--- src/rtl/brf_pkg.sv ---
// Shared types and constants for the byte ring FIFO with atomic puts.
// Used by byte_ring_fifo_atomic_put_top, brf_checker and tb; depends on nothing.
package brf_pkg;

	// Field widths of the word payloads
	localparam int KIND_W   = 2;
	localparam int BYTE_W   = 8;
	localparam int COUNT_W  = 10;
	localparam int STATUS_W = 2;
	localparam int TAKEN_W  = 7;
	localparam int CAP_W    = 9;
	localparam int REM_W    = 9;

	// Capacity register reset and put length saturation
	localparam logic [CAP_W-1:0] CAP_RESET = 9'd256;
	localparam logic [REM_W-1:0] REM_MAX   = 9'd511;

	// Input word kinds
	localparam logic [KIND_W-1:0] KIND_PUT_START = 2'd0;
	localparam logic [KIND_W-1:0] KIND_PUT_DATA  = 2'd1;
	localparam logic [KIND_W-1:0] KIND_GET       = 2'd2;

	// Result status codes
	localparam logic [STATUS_W-1:0] STAT_OK       = 2'd0;
	localparam logic [STATUS_W-1:0] STAT_TOO_LONG = 2'd1;
	localparam logic [STATUS_W-1:0] STAT_NO_ROOM  = 2'd2;
	localparam logic [STATUS_W-1:0] STAT_EMPTY    = 2'd3;

	// Control states
	typedef enum logic [0:0] {
		ST_IDLE,
		ST_GET
	} brf_state_t;

endpackage

--- src/rtl/byte_ring_fifo_atomic_put_top.sv ---
// Byte ring FIFO with all-or-nothing message puts; top level.
// Depends on brf_pkg and brf_ram.
//
// A put start word announces a message length and gets one status word back
// (ok, too_long, no_room). Data bytes of an accepted put go into the store
// behind the committed data and become visible together with the last byte;
// bytes of a rejected put are dropped. A get word returns up to count bytes
// (at most MAX_GET), one output word per byte with last on the final one, or
// a single empty / zero-count word. A get that streams bytes stalls the input
// until its last byte is passed on: the bytes come from the single read port
// of the store RAM, one per cycle while the output is not stalled, behind its
// registered read. Writing the capacity register empties the fifo; write it
// only while the block is idle. The store needs no clearing after reset.
module byte_ring_fifo_atomic_put_top #(
	parameter int DEPTH   = 256,
	parameter int MAX_GET = 64
) (
	input  logic                           clk,
	input  logic                           arst_n,
	// configuration
	input  logic                           cfg_wr_en,
	input  logic [brf_pkg::CAP_W-1:0]      cfg_wr_data,
	// input words
	input  logic                           in_valid,
	output logic                           in_stall,
	input  logic [brf_pkg::KIND_W-1:0]     kind,
	input  logic [brf_pkg::BYTE_W-1:0]     data_byte,
	input  logic [brf_pkg::COUNT_W-1:0]    count,
	// result words
	output logic                           out_valid,
	input  logic                           out_stall,
	output logic [brf_pkg::STATUS_W-1:0]   status,
	output logic                           has_data,
	output logic [brf_pkg::BYTE_W-1:0]     read_byte,
	output logic                           last,
	output logic [brf_pkg::TAKEN_W-1:0]    taken
);

	localparam int AW = $clog2(DEPTH);
	localparam int VW = ((AW > brf_pkg::COUNT_W) ? AW : brf_pkg::COUNT_W) + 1;
	localparam int GW = brf_pkg::TAKEN_W;

	// Step a ring position, wrapping at the capacity in use
	function automatic logic [AW-1:0] wrap_inc(input logic [AW-1:0] p,
						   input logic [VW-1:0] c);
		logic [VW-1:0] nx;
		nx = VW'(p) + VW'(1);
		return (nx == c) ? '0 : nx[AW-1:0];
	endfunction

	brf_pkg::brf_state_t state_q, state_nx;

	logic [brf_pkg::CAP_W-1:0] capacity_q;
	logic [AW-1:0]             write_pos_q;
	logic [AW-1:0]             read_pos_q;
	logic [AW-1:0]             pending_pos_q;
	logic                      is_full_q;
	logic [brf_pkg::REM_W-1:0] put_rem_q;
	logic                      put_acc_q;
	logic [GW-1:0]             iss_left_q;
	logic [GW-1:0]             out_left_q;
	logic [GW-1:0]             get_n_q;
	logic                      rd_valid_s1;

	logic                         out_valid_q;
	logic [brf_pkg::STATUS_W-1:0] status_q;
	logic                         has_data_q;
	logic [brf_pkg::BYTE_W-1:0]   read_byte_q;
	logic                         last_q;
	logic [GW-1:0]                taken_q;

	logic [VW-1:0] cap_w, wp_w, rp_w, used_w, left_w, count_w, n_w;
	logic [brf_pkg::COUNT_W-1:0] max_get_c, n_req;
	logic [GW-1:0]               get_n;
	logic [brf_pkg::STATUS_W-1:0] put_status;
	logic [AW-1:0]               pend_nx;
	logic                        in_acc, out_free, issue, consume;
	logic                        get_stream, load_item, put_wr;
	logic [brf_pkg::BYTE_W-1:0]  ram_rdata;

	// Capacity in use: zero acts as one, above DEPTH acts as DEPTH
	always_comb begin
		if (capacity_q == '0) begin
			cap_w = VW'(1);
		end else if (VW'(capacity_q) > VW'(DEPTH)) begin
			cap_w = VW'(DEPTH);
		end else begin
			cap_w = VW'(capacity_q);
		end
	end

	// Fill level and free space
	assign wp_w = VW'(write_pos_q);
	assign rp_w = VW'(read_pos_q);
	always_comb begin
		if (wp_w == rp_w) begin
			used_w = is_full_q ? cap_w : '0;
		end else if (wp_w > rp_w) begin
			used_w = wp_w - rp_w;
		end else begin
			used_w = wp_w + cap_w - rp_w;
		end
	end
	assign left_w  = cap_w - used_w;
	assign count_w = VW'(count);

	// Put start answer
	always_comb begin
		if (count_w > cap_w) begin
			put_status = brf_pkg::STAT_TOO_LONG;
		end else if (left_w < count_w) begin
			put_status = brf_pkg::STAT_NO_ROOM;
		end else begin
			put_status = brf_pkg::STAT_OK;
		end
	end

	// Bytes a get delivers: count capped at MAX_GET and at the fill level
	assign max_get_c = brf_pkg::COUNT_W'(MAX_GET);
	assign n_req     = (count > max_get_c) ? max_get_c : count;
	assign n_w       = (VW'(n_req) > used_w) ? used_w : VW'(n_req);
	assign get_n     = n_w[GW-1:0];

	assign pend_nx = wrap_inc(pending_pos_q, cap_w);

	// FSM outputs: handshake, read issue and output load
	always_comb begin
		out_free = !out_valid_q || !out_stall;
		in_stall = 1'b1;
		issue    = 1'b0;
		consume  = 1'b0;
		unique case (state_q)
			brf_pkg::ST_IDLE: begin
				in_stall = out_valid_q && out_stall;
			end
			brf_pkg::ST_GET: begin
				consume = rd_valid_s1 && out_free;
				issue   = (iss_left_q != '0) && (!rd_valid_s1 || out_free);
			end
			default: begin
				in_stall = 1'b1;
			end
		endcase
	end

	assign in_acc     = in_valid && !in_stall;
	assign get_stream = in_acc && (kind == brf_pkg::KIND_GET) && (count != '0)
			    && (used_w != '0);
	assign load_item  = in_acc && !get_stream && ((kind == brf_pkg::KIND_PUT_START)
			    || (kind == brf_pkg::KIND_GET));
	assign put_wr     = in_acc && (kind == brf_pkg::KIND_PUT_DATA)
			    && (put_rem_q != '0) && put_acc_q;

	// FSM next state
	always_comb begin
		state_nx = state_q;
		unique case (state_q)
			brf_pkg::ST_IDLE: begin
				if (get_stream) begin
					state_nx = brf_pkg::ST_GET;
				end
			end
			brf_pkg::ST_GET: begin
				if (consume && (out_left_q == GW'(1))) begin
					state_nx = brf_pkg::ST_IDLE;
				end
			end
			default: begin
				state_nx = brf_pkg::ST_IDLE;
			end
		endcase
	end

	// Byte store
	brf_ram #(
		.WIDTH(brf_pkg::BYTE_W),
		.DEPTH(DEPTH)
	) u_store (
		.clk  (clk),
		.we   (put_wr),
		.waddr(pending_pos_q),
		.wdata(data_byte),
		.re   (issue),
		.raddr(read_pos_q),
		.rdata(ram_rdata)
	);

	// Fifo pointers, put tracking and get sequencing
	always_ff @(posedge clk or negedge arst_n) begin
		if (!arst_n) begin
			state_q       <= brf_pkg::ST_IDLE;
			capacity_q    <= brf_pkg::CAP_RESET;
			write_pos_q   <= '0;
			read_pos_q    <= '0;
			pending_pos_q <= '0;
			is_full_q     <= 1'b0;
			put_rem_q     <= '0;
			put_acc_q     <= 1'b0;
			iss_left_q    <= '0;
			out_left_q    <= '0;
			get_n_q       <= '0;
			rd_valid_s1   <= 1'b0;
			out_valid_q   <= 1'b0;
		end else begin
			state_q     <= state_nx;
			rd_valid_s1 <= issue || (rd_valid_s1 && !consume);

			if (load_item || consume) begin
				out_valid_q <= 1'b1;
			end else if (!out_stall) begin
				out_valid_q <= 1'b0;
			end

			if (in_acc) begin
				unique case (kind)
					brf_pkg::KIND_PUT_START: begin
						put_acc_q     <= (put_status == brf_pkg::STAT_OK)
								 && (count != '0);
						pending_pos_q <= write_pos_q;
						if (count == '0) begin
							put_rem_q <= '0;
						end else if (count > brf_pkg::COUNT_W'(brf_pkg::REM_MAX)) begin
							put_rem_q <= brf_pkg::REM_MAX;
						end else begin
							put_rem_q <= count[brf_pkg::REM_W-1:0];
						end
					end
					brf_pkg::KIND_PUT_DATA: begin
						if (put_rem_q != '0) begin
							put_rem_q <= put_rem_q - brf_pkg::REM_W'(1);
							if (put_acc_q) begin
								pending_pos_q <= pend_nx;
							end
							// last byte of an accepted put commits the message
							if (put_acc_q && (put_rem_q == brf_pkg::REM_W'(1))) begin
								write_pos_q <= pend_nx;
								is_full_q   <= (pend_nx == read_pos_q);
								put_acc_q   <= 1'b0;
							end
						end
					end
					brf_pkg::KIND_GET: begin
						if (get_stream) begin
							is_full_q  <= 1'b0;
							iss_left_q <= get_n;
							out_left_q <= get_n;
							get_n_q    <= get_n;
						end
					end
					default: begin
					end
				endcase
			end

			// streaming reads of a get
			if (issue) begin
				read_pos_q <= wrap_inc(read_pos_q, cap_w);
				iss_left_q <= iss_left_q - GW'(1);
			end
			if (consume) begin
				out_left_q <= out_left_q - GW'(1);
			end

			// capacity write empties the fifo
			if (cfg_wr_en) begin
				capacity_q    <= cfg_wr_data;
				write_pos_q   <= '0;
				read_pos_q    <= '0;
				pending_pos_q <= '0;
				is_full_q     <= 1'b0;
				put_rem_q     <= '0;
				put_acc_q     <= 1'b0;
			end
		end
	end

	// Output word register
	always_ff @(posedge clk) begin
		if (consume) begin
			status_q    <= brf_pkg::STAT_OK;
			has_data_q  <= 1'b1;
			read_byte_q <= ram_rdata;
			last_q      <= (out_left_q == GW'(1));
			taken_q     <= get_n_q;
		end else if (load_item) begin
			if (kind == brf_pkg::KIND_PUT_START) begin
				status_q <= put_status;
			end else if (count == '0) begin
				status_q <= brf_pkg::STAT_OK;
			end else begin
				status_q <= brf_pkg::STAT_EMPTY;
			end
			has_data_q  <= 1'b0;
			read_byte_q <= '0;
			last_q      <= 1'b1;
			taken_q     <= '0;
		end
	end

	assign out_valid = out_valid_q;
	assign status    = status_q;
	assign has_data  = has_data_q;
	assign read_byte = read_byte_q;
	assign last      = last_q;
	assign taken     = taken_q;

endmodule

--- src/rtl/brf_ram.sv ---
// Generic simple dual-port RAM: one write port, one read port, registered read.
// Standalone; the read data holds while the read enable is low.
module brf_ram #(
	parameter int WIDTH = 8,
	parameter int DEPTH = 256
) (
	input  logic                     clk,
	input  logic                     we,
	input  logic [$clog2(DEPTH)-1:0] waddr,
	input  logic [WIDTH-1:0]         wdata,
	input  logic                     re,
	input  logic [$clog2(DEPTH)-1:0] raddr,
	output logic [WIDTH-1:0]         rdata
);

	logic [WIDTH-1:0] mem [DEPTH];

	// Write port
	always_ff @(posedge clk) begin
		if (we) begin
			mem[waddr] <= wdata;
		end
	end

	// Registered read port
	always_ff @(posedge clk) begin
		if (re) begin
			rdata <= mem[raddr];
		end
	end

endmodule

--- config.mk ---
export PLATFORM = sky130hd
export DESIGN_NAME = byte_ring_fifo_atomic_put_top
export DESIGN_NICKNAME = d
export VERILOG_FILES = /design/src/rtl/brf_pkg.sv /design/src/rtl/byte_ring_fifo_atomic_put_top.sv /design/src/rtl/brf_ram.sv
export SDC_FILE = /design/constraint.sdc
export NUM_CORES = 2
export LEC_CHECK = 0
export BUFFER_PORTS_ARGS = -buffer_cell sky130_fd_sc_hd__buf_2
export CORE_AREA = 5 5 394 396
export CTS_CLUSTER_DIAMETER = 30
export DETAILED_ROUTE_END_ITERATION = 6
export DIE_AREA = 0 0 399 401
export PLACE_DENSITY = 0.71
export SLEW_MARGIN = 20
export SYNTH_ARGS = -nofsm -noshare
export SYNTH_HDL_FRONTEND = slang
export SYNTH_HIERARCHICAL = 1
export SYNTH_SLANG_ARGS = --single-unit
--- constraint.sdc ---
create_clock -name clk -period 6 [get_ports clk]
set_input_delay 0.3 -clock clk [delete_from_list [all_inputs] [get_ports clk]]
set_output_delay 0.3 -clock clk [all_outputs]
set_load 0.02 [all_outputs]
== Yosys cells after proc, flatten, opt, wreduce, memory -nomap -nowiden ==
Memories as Yosys holds them, arrays and structs flattened. A register that Yosys moved wholly into a read port is not among the register bits.
Index checks and enable logic that the tools add are counted.
Widths: inputs -> output; s select.
Storage, ports and cells
  logic and storage cells: 169
  bits of input ports: 34
  RAM bits: 2048
  output and inout port bits: 21
  register bits after elaboration: 87
  memories: 1
Memories
  u_store.mem: words 256, width 8, read ports 1, clocked after Yosys merged registers in 1, write ports 1, line brf_ram.sv:16  | logic [WIDTH-1:0] mem [DEPTH];
Operators by class
  $lt $le $gt $ge: 7
  bitwise gates (word level): 1
  muxes and demuxes: 63
  reductions and logical operators: 57
  $add $sub $neg: 9
  equal/unequal tests: 13
Operators by type and width (number)
  $mux 8: 15
  $mux 7: 8
  $mux 9: 6
  $mux 11: 4
  $reduce_bool 2->1: 12
  $eq 9x11->1: 2
  $gt 10x11->1: 2
  $mux 1: 20
  $add 8x1->9 const B: 2
  $pmux 9 s2: 1
  $eq 8x8->1: 2
  $logic_and 1x1->1: 16
  $pmux 8 s2: 1
  $sub 7x1->7 const B: 2
  $reduce_and 3->1: 4
  $reduce_and 4->1: 3
  $add 8x11->11: 1
  $lt 11x10->1: 1
  $reduce_bool 11->1: 1
  $sub 11x11->11: 1
  $sub 11x8->11: 1
  $gt 10x7->1 const B: 1
  $gt 10x9->1 const B: 1
  $logic_not 10->1: 1
  24 further kinds: 42

== Longest topological paths before layout ==
  word-level depth: 16
  gate-level depth with buffers: 25
  depth with buffers taken out: 24

== Modules after synthesis ==
The synthesis kept the hierarchy.
Modules (own cells, without submodules)
  brf_ram: cells each 3733, times used 1, area an instance 79636.4 um^2, sequential area each 61739.2 um^2
  byte_ring_fifo_atomic_put_top: cells each 905, times used 1, area an instance 7587.3 um^2, sequential area each 2243.4 um^2

== Least setup slack after synthesis ==
Ideal clock, no wire load.
  path kind: register to register
  start point: register capacity_q[8] (netlist name)
  end point: register status_q (netlist bit status[1])
  arrival time: 5.207 ns
  data required time: 5.914 ns
  path slack: 0.707 ns
  library setup time: 0.086 ns
  buffers on the path: 1
  clock period less this slack: 5.293 ns
  stages on the path, launching flop included: 21
  cells stage by stage: dfstp_2 > clkbuf_1 > nor2b_1 > fa_1 > inv_1 > fa_1 > o311a_1 > fa_1 > a21o_1 > a21oi_1 > nor3_1 > o211ai_1 > o311ai_1 > or3_1 > a21oi_1 > xnor2_1 > ha_1 > o211ai_1 > o21ai_0 > or3_1 > a221oi_2
On the way
  word-level cells in the longest chain between the ends: 12
  elaborated cells between the ends (all ways): 20
  those cells by class: add/sub: 3; order compare: 3; mux: 8; reduce/logical: 6
RTL lines
  from (decl): line byte_ring_fifo_atomic_put_top.sv:53  | logic [brf_pkg::CAP_W-1:0] capacity_q;
  from (signal assigned): line byte_ring_fifo_atomic_put_top.sv:192  | capacity_q <= brf_pkg::CAP_RESET;
  from (signal assigned): line byte_ring_fifo_atomic_put_top.sv:266  | capacity_q <= cfg_wr_data;
  $gt 9x9->1: line byte_ring_fifo_atomic_put_top.sv:85  | end else if (VW'(capacity_q) > VW'(DEPTH)) begin
  $mux 9: line byte_ring_fifo_atomic_put_top.sv:85
  $mux 11 *: line byte_ring_fifo_atomic_put_top.sv:83  | if (capacity_q == '0) begin
  $add 8x11->11: line byte_ring_fifo_atomic_put_top.sv:101  | used_w = wp_w + cap_w - rp_w;
  $sub 11x8->11: line byte_ring_fifo_atomic_put_top.sv:101
  $mux 11: line byte_ring_fifo_atomic_put_top.sv:98  | end else if (wp_w > rp_w) begin
  $mux 11: line byte_ring_fifo_atomic_put_top.sv:96  | if (wp_w == rp_w) begin
  $sub 11x11->11 or $reduce_bool 11->1 (tied branches): line byte_ring_fifo_atomic_put_top.sv:104, byte_ring_fifo_atomic_put_top.sv:148
  $lt 11x10->1 or $logic_and 1x1->1 (tied branches): line byte_ring_fifo_atomic_put_top.sv:111, byte_ring_fifo_atomic_put_top.sv:148
  $mux 2 or $logic_not 1->1 (tied branches): line byte_ring_fifo_atomic_put_top.sv:111, byte_ring_fifo_atomic_put_top.sv:149
  $mux 2 or $logic_and 1x1->1 (tied branches): line byte_ring_fifo_atomic_put_top.sv:109, byte_ring_fifo_atomic_put_top.sv:149
  $mux 2 or $logic_and 1x1->1 (tied branches): line byte_ring_fifo_atomic_put_top.sv:286, byte_ring_fifo_atomic_put_top.sv:149
  to (signal assigned): line byte_ring_fifo_atomic_put_top.sv:287  | status_q <= put_status;
  to (signal assigned): line byte_ring_fifo_atomic_put_top.sv:289  | status_q <= brf_pkg::STAT_OK;
  to (signal assigned): line byte_ring_fifo_atomic_put_top.sv:291  | status_q <= brf_pkg::STAT_EMPTY;
  to (decl): line byte_ring_fifo_atomic_put_top.sv:66  | logic [brf_pkg::STATUS_W-1:0] status_q;
Mark *: on every way between the ends. The rest lies on a longest branch, timed or not.
A chain may end at the register's enable or synchronous reset.

== Worst setup path in the final report ==
Same ends and word-level chain as after synthesis.

==> metrics <==
number of synthesized flops with an enable pin 2072; Slew HR 0.161; placed insts roughly 6600; Hold Path Cell Cnt 1; Reg2Reg Depth 23; Worst Setup SP capacity_q[8]$_DFFE_PN1P_; Seq cells post-synth around 2100; initial antenna violation count 10; first-pass GRT wire length roughly 330000 um; post-route cell area between 0.1 and 0.15 mm^2; pin count of the biggest net entering global routing approximately 220; DR pass1 iterations 7; H-tree levels 5; Final Hold Viols 0; final core occ 0.687; number of global-route vias before repair slightly below 50000; DPL Wire Length between 100000 and 150000 um; count leader, synth edfxtp_1; Fin Hold WS a little over 0.008 ns; Worst Path Required around 6.8 ns; filler instances about 9000; VDD IR-drop max around 0.40 mV; Worst EP arrival around 6.4 ns; # IOs 55; Die Y between 400 and 500 um; GPL Wtd Cong between 0.8 and 0.9; Hold Path End u_store/mem[76][2]$_DFFE_PP_; share of cells above drive strength 1 0.258; Max Clk Rate ~0.18 GHz; vias after detailed routing about 48000; post-synth top area share 0.713; Max clock buf depth 4; M2 GR Usage 0.448; area leader, netlist edfxtp_1; failing checks antenna rules, DRC; Total GRT Usage 0.284; die area about 0.16 mm^2; TritonCTS clock tree built; worst-path fanout max 5; met1 Usage GRT 0.386; Cell Area, Placed between 0.08 and 0.09 mm^2; grt total ovfl 0; synthesized area roughly 0.087 mm^2; crit path launch type flip-flop; core area roughly 0.15 mm^2; initial cell density of the core 0.577; number of CTS-inserted buffers ~400; clock latency on the worst-skew pair ~0.96 ns; most frequent cells after synthesis edfxtp_1 (2072), mux4_2 (454), nor2_1 (374), a21oi_1 (147), mux2i_1 (137); IO buf count 54; Storage cell area 0.0640 mm^2; Syn Area/Cell approximately 19 um^2; P&R area growth vs syn 19.0%; Residual DRC 3; worst hold path startpoint data_byte[2]; leakage power around 33 nW; CTS clk-pin slew, worst paths roughly 0.05 ns; worst r2r dst status[1]$_SDFFE_PP0P_; Worst-Margin Slew about 1.3 ns; Unique masters post-synth 100; worst min path class primary input to flip-flop; routed vias/inst between 6 and 7; Iteration-0 DRC Markers approximately 6100; Cells after Synth about 4600; sequential-to-total area share from yosys stat 0.734; final antenna-violating net count 1; min Tclk post-route between 5 and 6 ns; fin crit share 0.934; final setup violating endpoints 0; FF-to-FF setup slack roughly 0.40 ns; Ys Warns 6; synth top area cells edfxtp_1 (71%), mux4_2 (12%), dfrtp_1 (1.9%), nor2_1 (1.6%), mux2i_1 (1.6%); clk_skew ~0.10 ns; Crit. End Element flip-flop; multi-input logic area around 0.021 mm^2; Async SR Flop Fraction 0.0317; reg2reg start capacity_q[8]$_DFFE_PN1P_; Max Slew Vio Count 0; nets approximately 5100; Max-Cap Viols 0; fin cells between 7000 and 8000; WL/cell 30.8 um; Die Wd ~400 um; clock root cell clkbuf_16; M3 GR Usage 0.0738; Post-synth top flop edfxtp_1; Routed WL around 230000 um; Cell Rows roughly 140; Sink Count around 2100; Top Usage Layer GRT met2; critical setup path kind flip-flop to flip-flop; run status finished, violations left; PwrDens approximately 470 mW/mm^2
==> layer usage <==
layer | part of all wire | wire [um] | up-vias
met5 | 0.000057 | 13 | -
met4 | 0.041 | 9220 | 2
met3 | 0.11 | 24700 | 555
met2 | 0.48 | 110000 | 3023
met1 | 0.37 | 83300 | 24980
li1 | - | - | 19900
==> worst max-delay path, stage by stage, from the launching register on <==
cell	delay, ns
dfstp_2	0.38
nor4_1	0.36
a22oi_1	0.16
ha_1	0.32
inv_1	0.06
ha_1	0.17
inv_1	0.07
fa_1	0.46
nand2b_1	0.19
a21oi_2	0.18
xor2_2	0.25
o211ai_1	0.18
and2_1	0.21
ha_1	0.33
a21o_1	0.20
o21ai_1	0.19
nand2b_1	0.08
a21oi_1	0.17
xnor2_1	0.09
ha_1	0.20
a2111oi_2	0.34
o21ai_1	0.15
or3_1	0.43
a221oi_2	0.25
==> logic make-up after synthesis <==
| logic type | Yosys count | synth area share |
|---|---|---|
| XOR/XNOR | 43 | 0.00432 |
| other | 1 | 0.0000430 |
| buffers and inverters | 339 | 0.0215 |
| multiplexers | 602 | 0.135 |
| flip-flops | 2143 | 0.734 |
| adder cells (fa/ha/maj) | 72 | 0.0112 |
| AO/OA/AOI/OAI | 633 | 0.0512 |
| AND/OR/NAND/NOR | 805 | 0.0435 |
==> sequential cells by signal (all words and copies together) (netlist names), 2 cells and up <==
| signal | cells |
|---|---|
| u_store/mem | 2048 |
| capacity_q | 9 |
| put_rem_q | 9 |
| pending_pos_q | 8 |
| read_byte | 8 |
| read_pos_q | 8 |
| u_store/rdata | 8 |
| write_pos_q | 8 |
| get_n_q | 7 |
| iss_left_q | 7 |
| out_left_q | 7 |
| taken | 7 |
| status | 2 |
==> stage by stage <==
stage,setup TNS (ns),worst slack (ns),power (W)
3_3_place_gp,0,0.321,0.0261
2_1_floorplan,0,0.707,0.0240
5_1_grt,-0.0122,-0.0122,0.0504
3_5_place_dp,0,0.292,0.0262
4_1_cts,0,0.118,0.0489
6_report,0,0.397,0.0487
==> how the worst max path moves through the flow <==
stage | endpoint | slack, ns | depth (start not counted)
after CTS | status[1]$_SDFFE_PP0P_ | 0.12 | 23
after floorplan | status[1]$_SDFFE_PP0P_ | 0.71 | 20
after detailed placement | status[1]$_SDFFE_PP0P_ | 0.29 | 23
final | status[1]$_SDFFE_PP0P_ | 0.40 | 23
after global placement | status[1]$_SDFFE_PP0P_ | 0.32 | 23
after global routing | status[1]$_SDFFE_PP0P_ | -0.01 | 24
==> cells in the final DEF, fill, tap and decap left out, types with 14 or more instances in the layout <==
cell and count:
nor4_1 35, a22oi_1 135, mux4_2 454, o211ai_1 24, xnor2_1 28, o21ai_0 58
o22ai_1 33, nand3_1 62, buf_4 115, clkinvlp_4 45, edfxtp_1 2072, nor3_1 52
clkinv_4 40, inv_6 43, bufinv_16 59, nand2b_1 18, buf_2 45, mux2i_1 137
nand2_1 110, ha_1 62, clkbuf_1 26, clkinv_1 46, a221oi_1 14, nand4_1 18
xor2_1 14, nor2_1 369, clkinv_2 49, nor2b_1 41, dlygate4sd3_1 46, a21o_1 14
and2_1 27, o221ai_1 47, clkbuf_16 407, dfrtp_1 61, a21oi_1 145, inv_1 65
a211oi_1 27
==> what timing repair did <==
item / in CTS / in global routing
setup endpoints to repair: 0 / 1
resized for setup: 0 / 9
endpoints found under the hold margin: 316 / 0
setup buffers: 0 / 2
hold buffers: 46 / 0
==> where the power goes <==
| group | total, W | internal, W | switching, W |
|---|---|---|---|
| sequential | 0.0169 | 0.0167 | 0.000181 |
| combinational | 0.00920 | 0.00414 | 0.00506 |
| clock | 0.0226 | 0.0150 | 0.00763 |
| total | 0.0487 | 0.0358 | 0.0129 |
==> final cells by class <==
type / count / area share
inverter: 68 / 0.00246
tap: 2030 / 0.0245
sequential: 2143 / 0.616
clock inverter: 295 / 0.0332
timing repair buffer: 223 / 0.0177
clock buffer: 434 / 0.0992
antenna: 8 / 0.000193
multi-input combinational: 2157 / 0.206
Power figures use the tool's default switching activity.
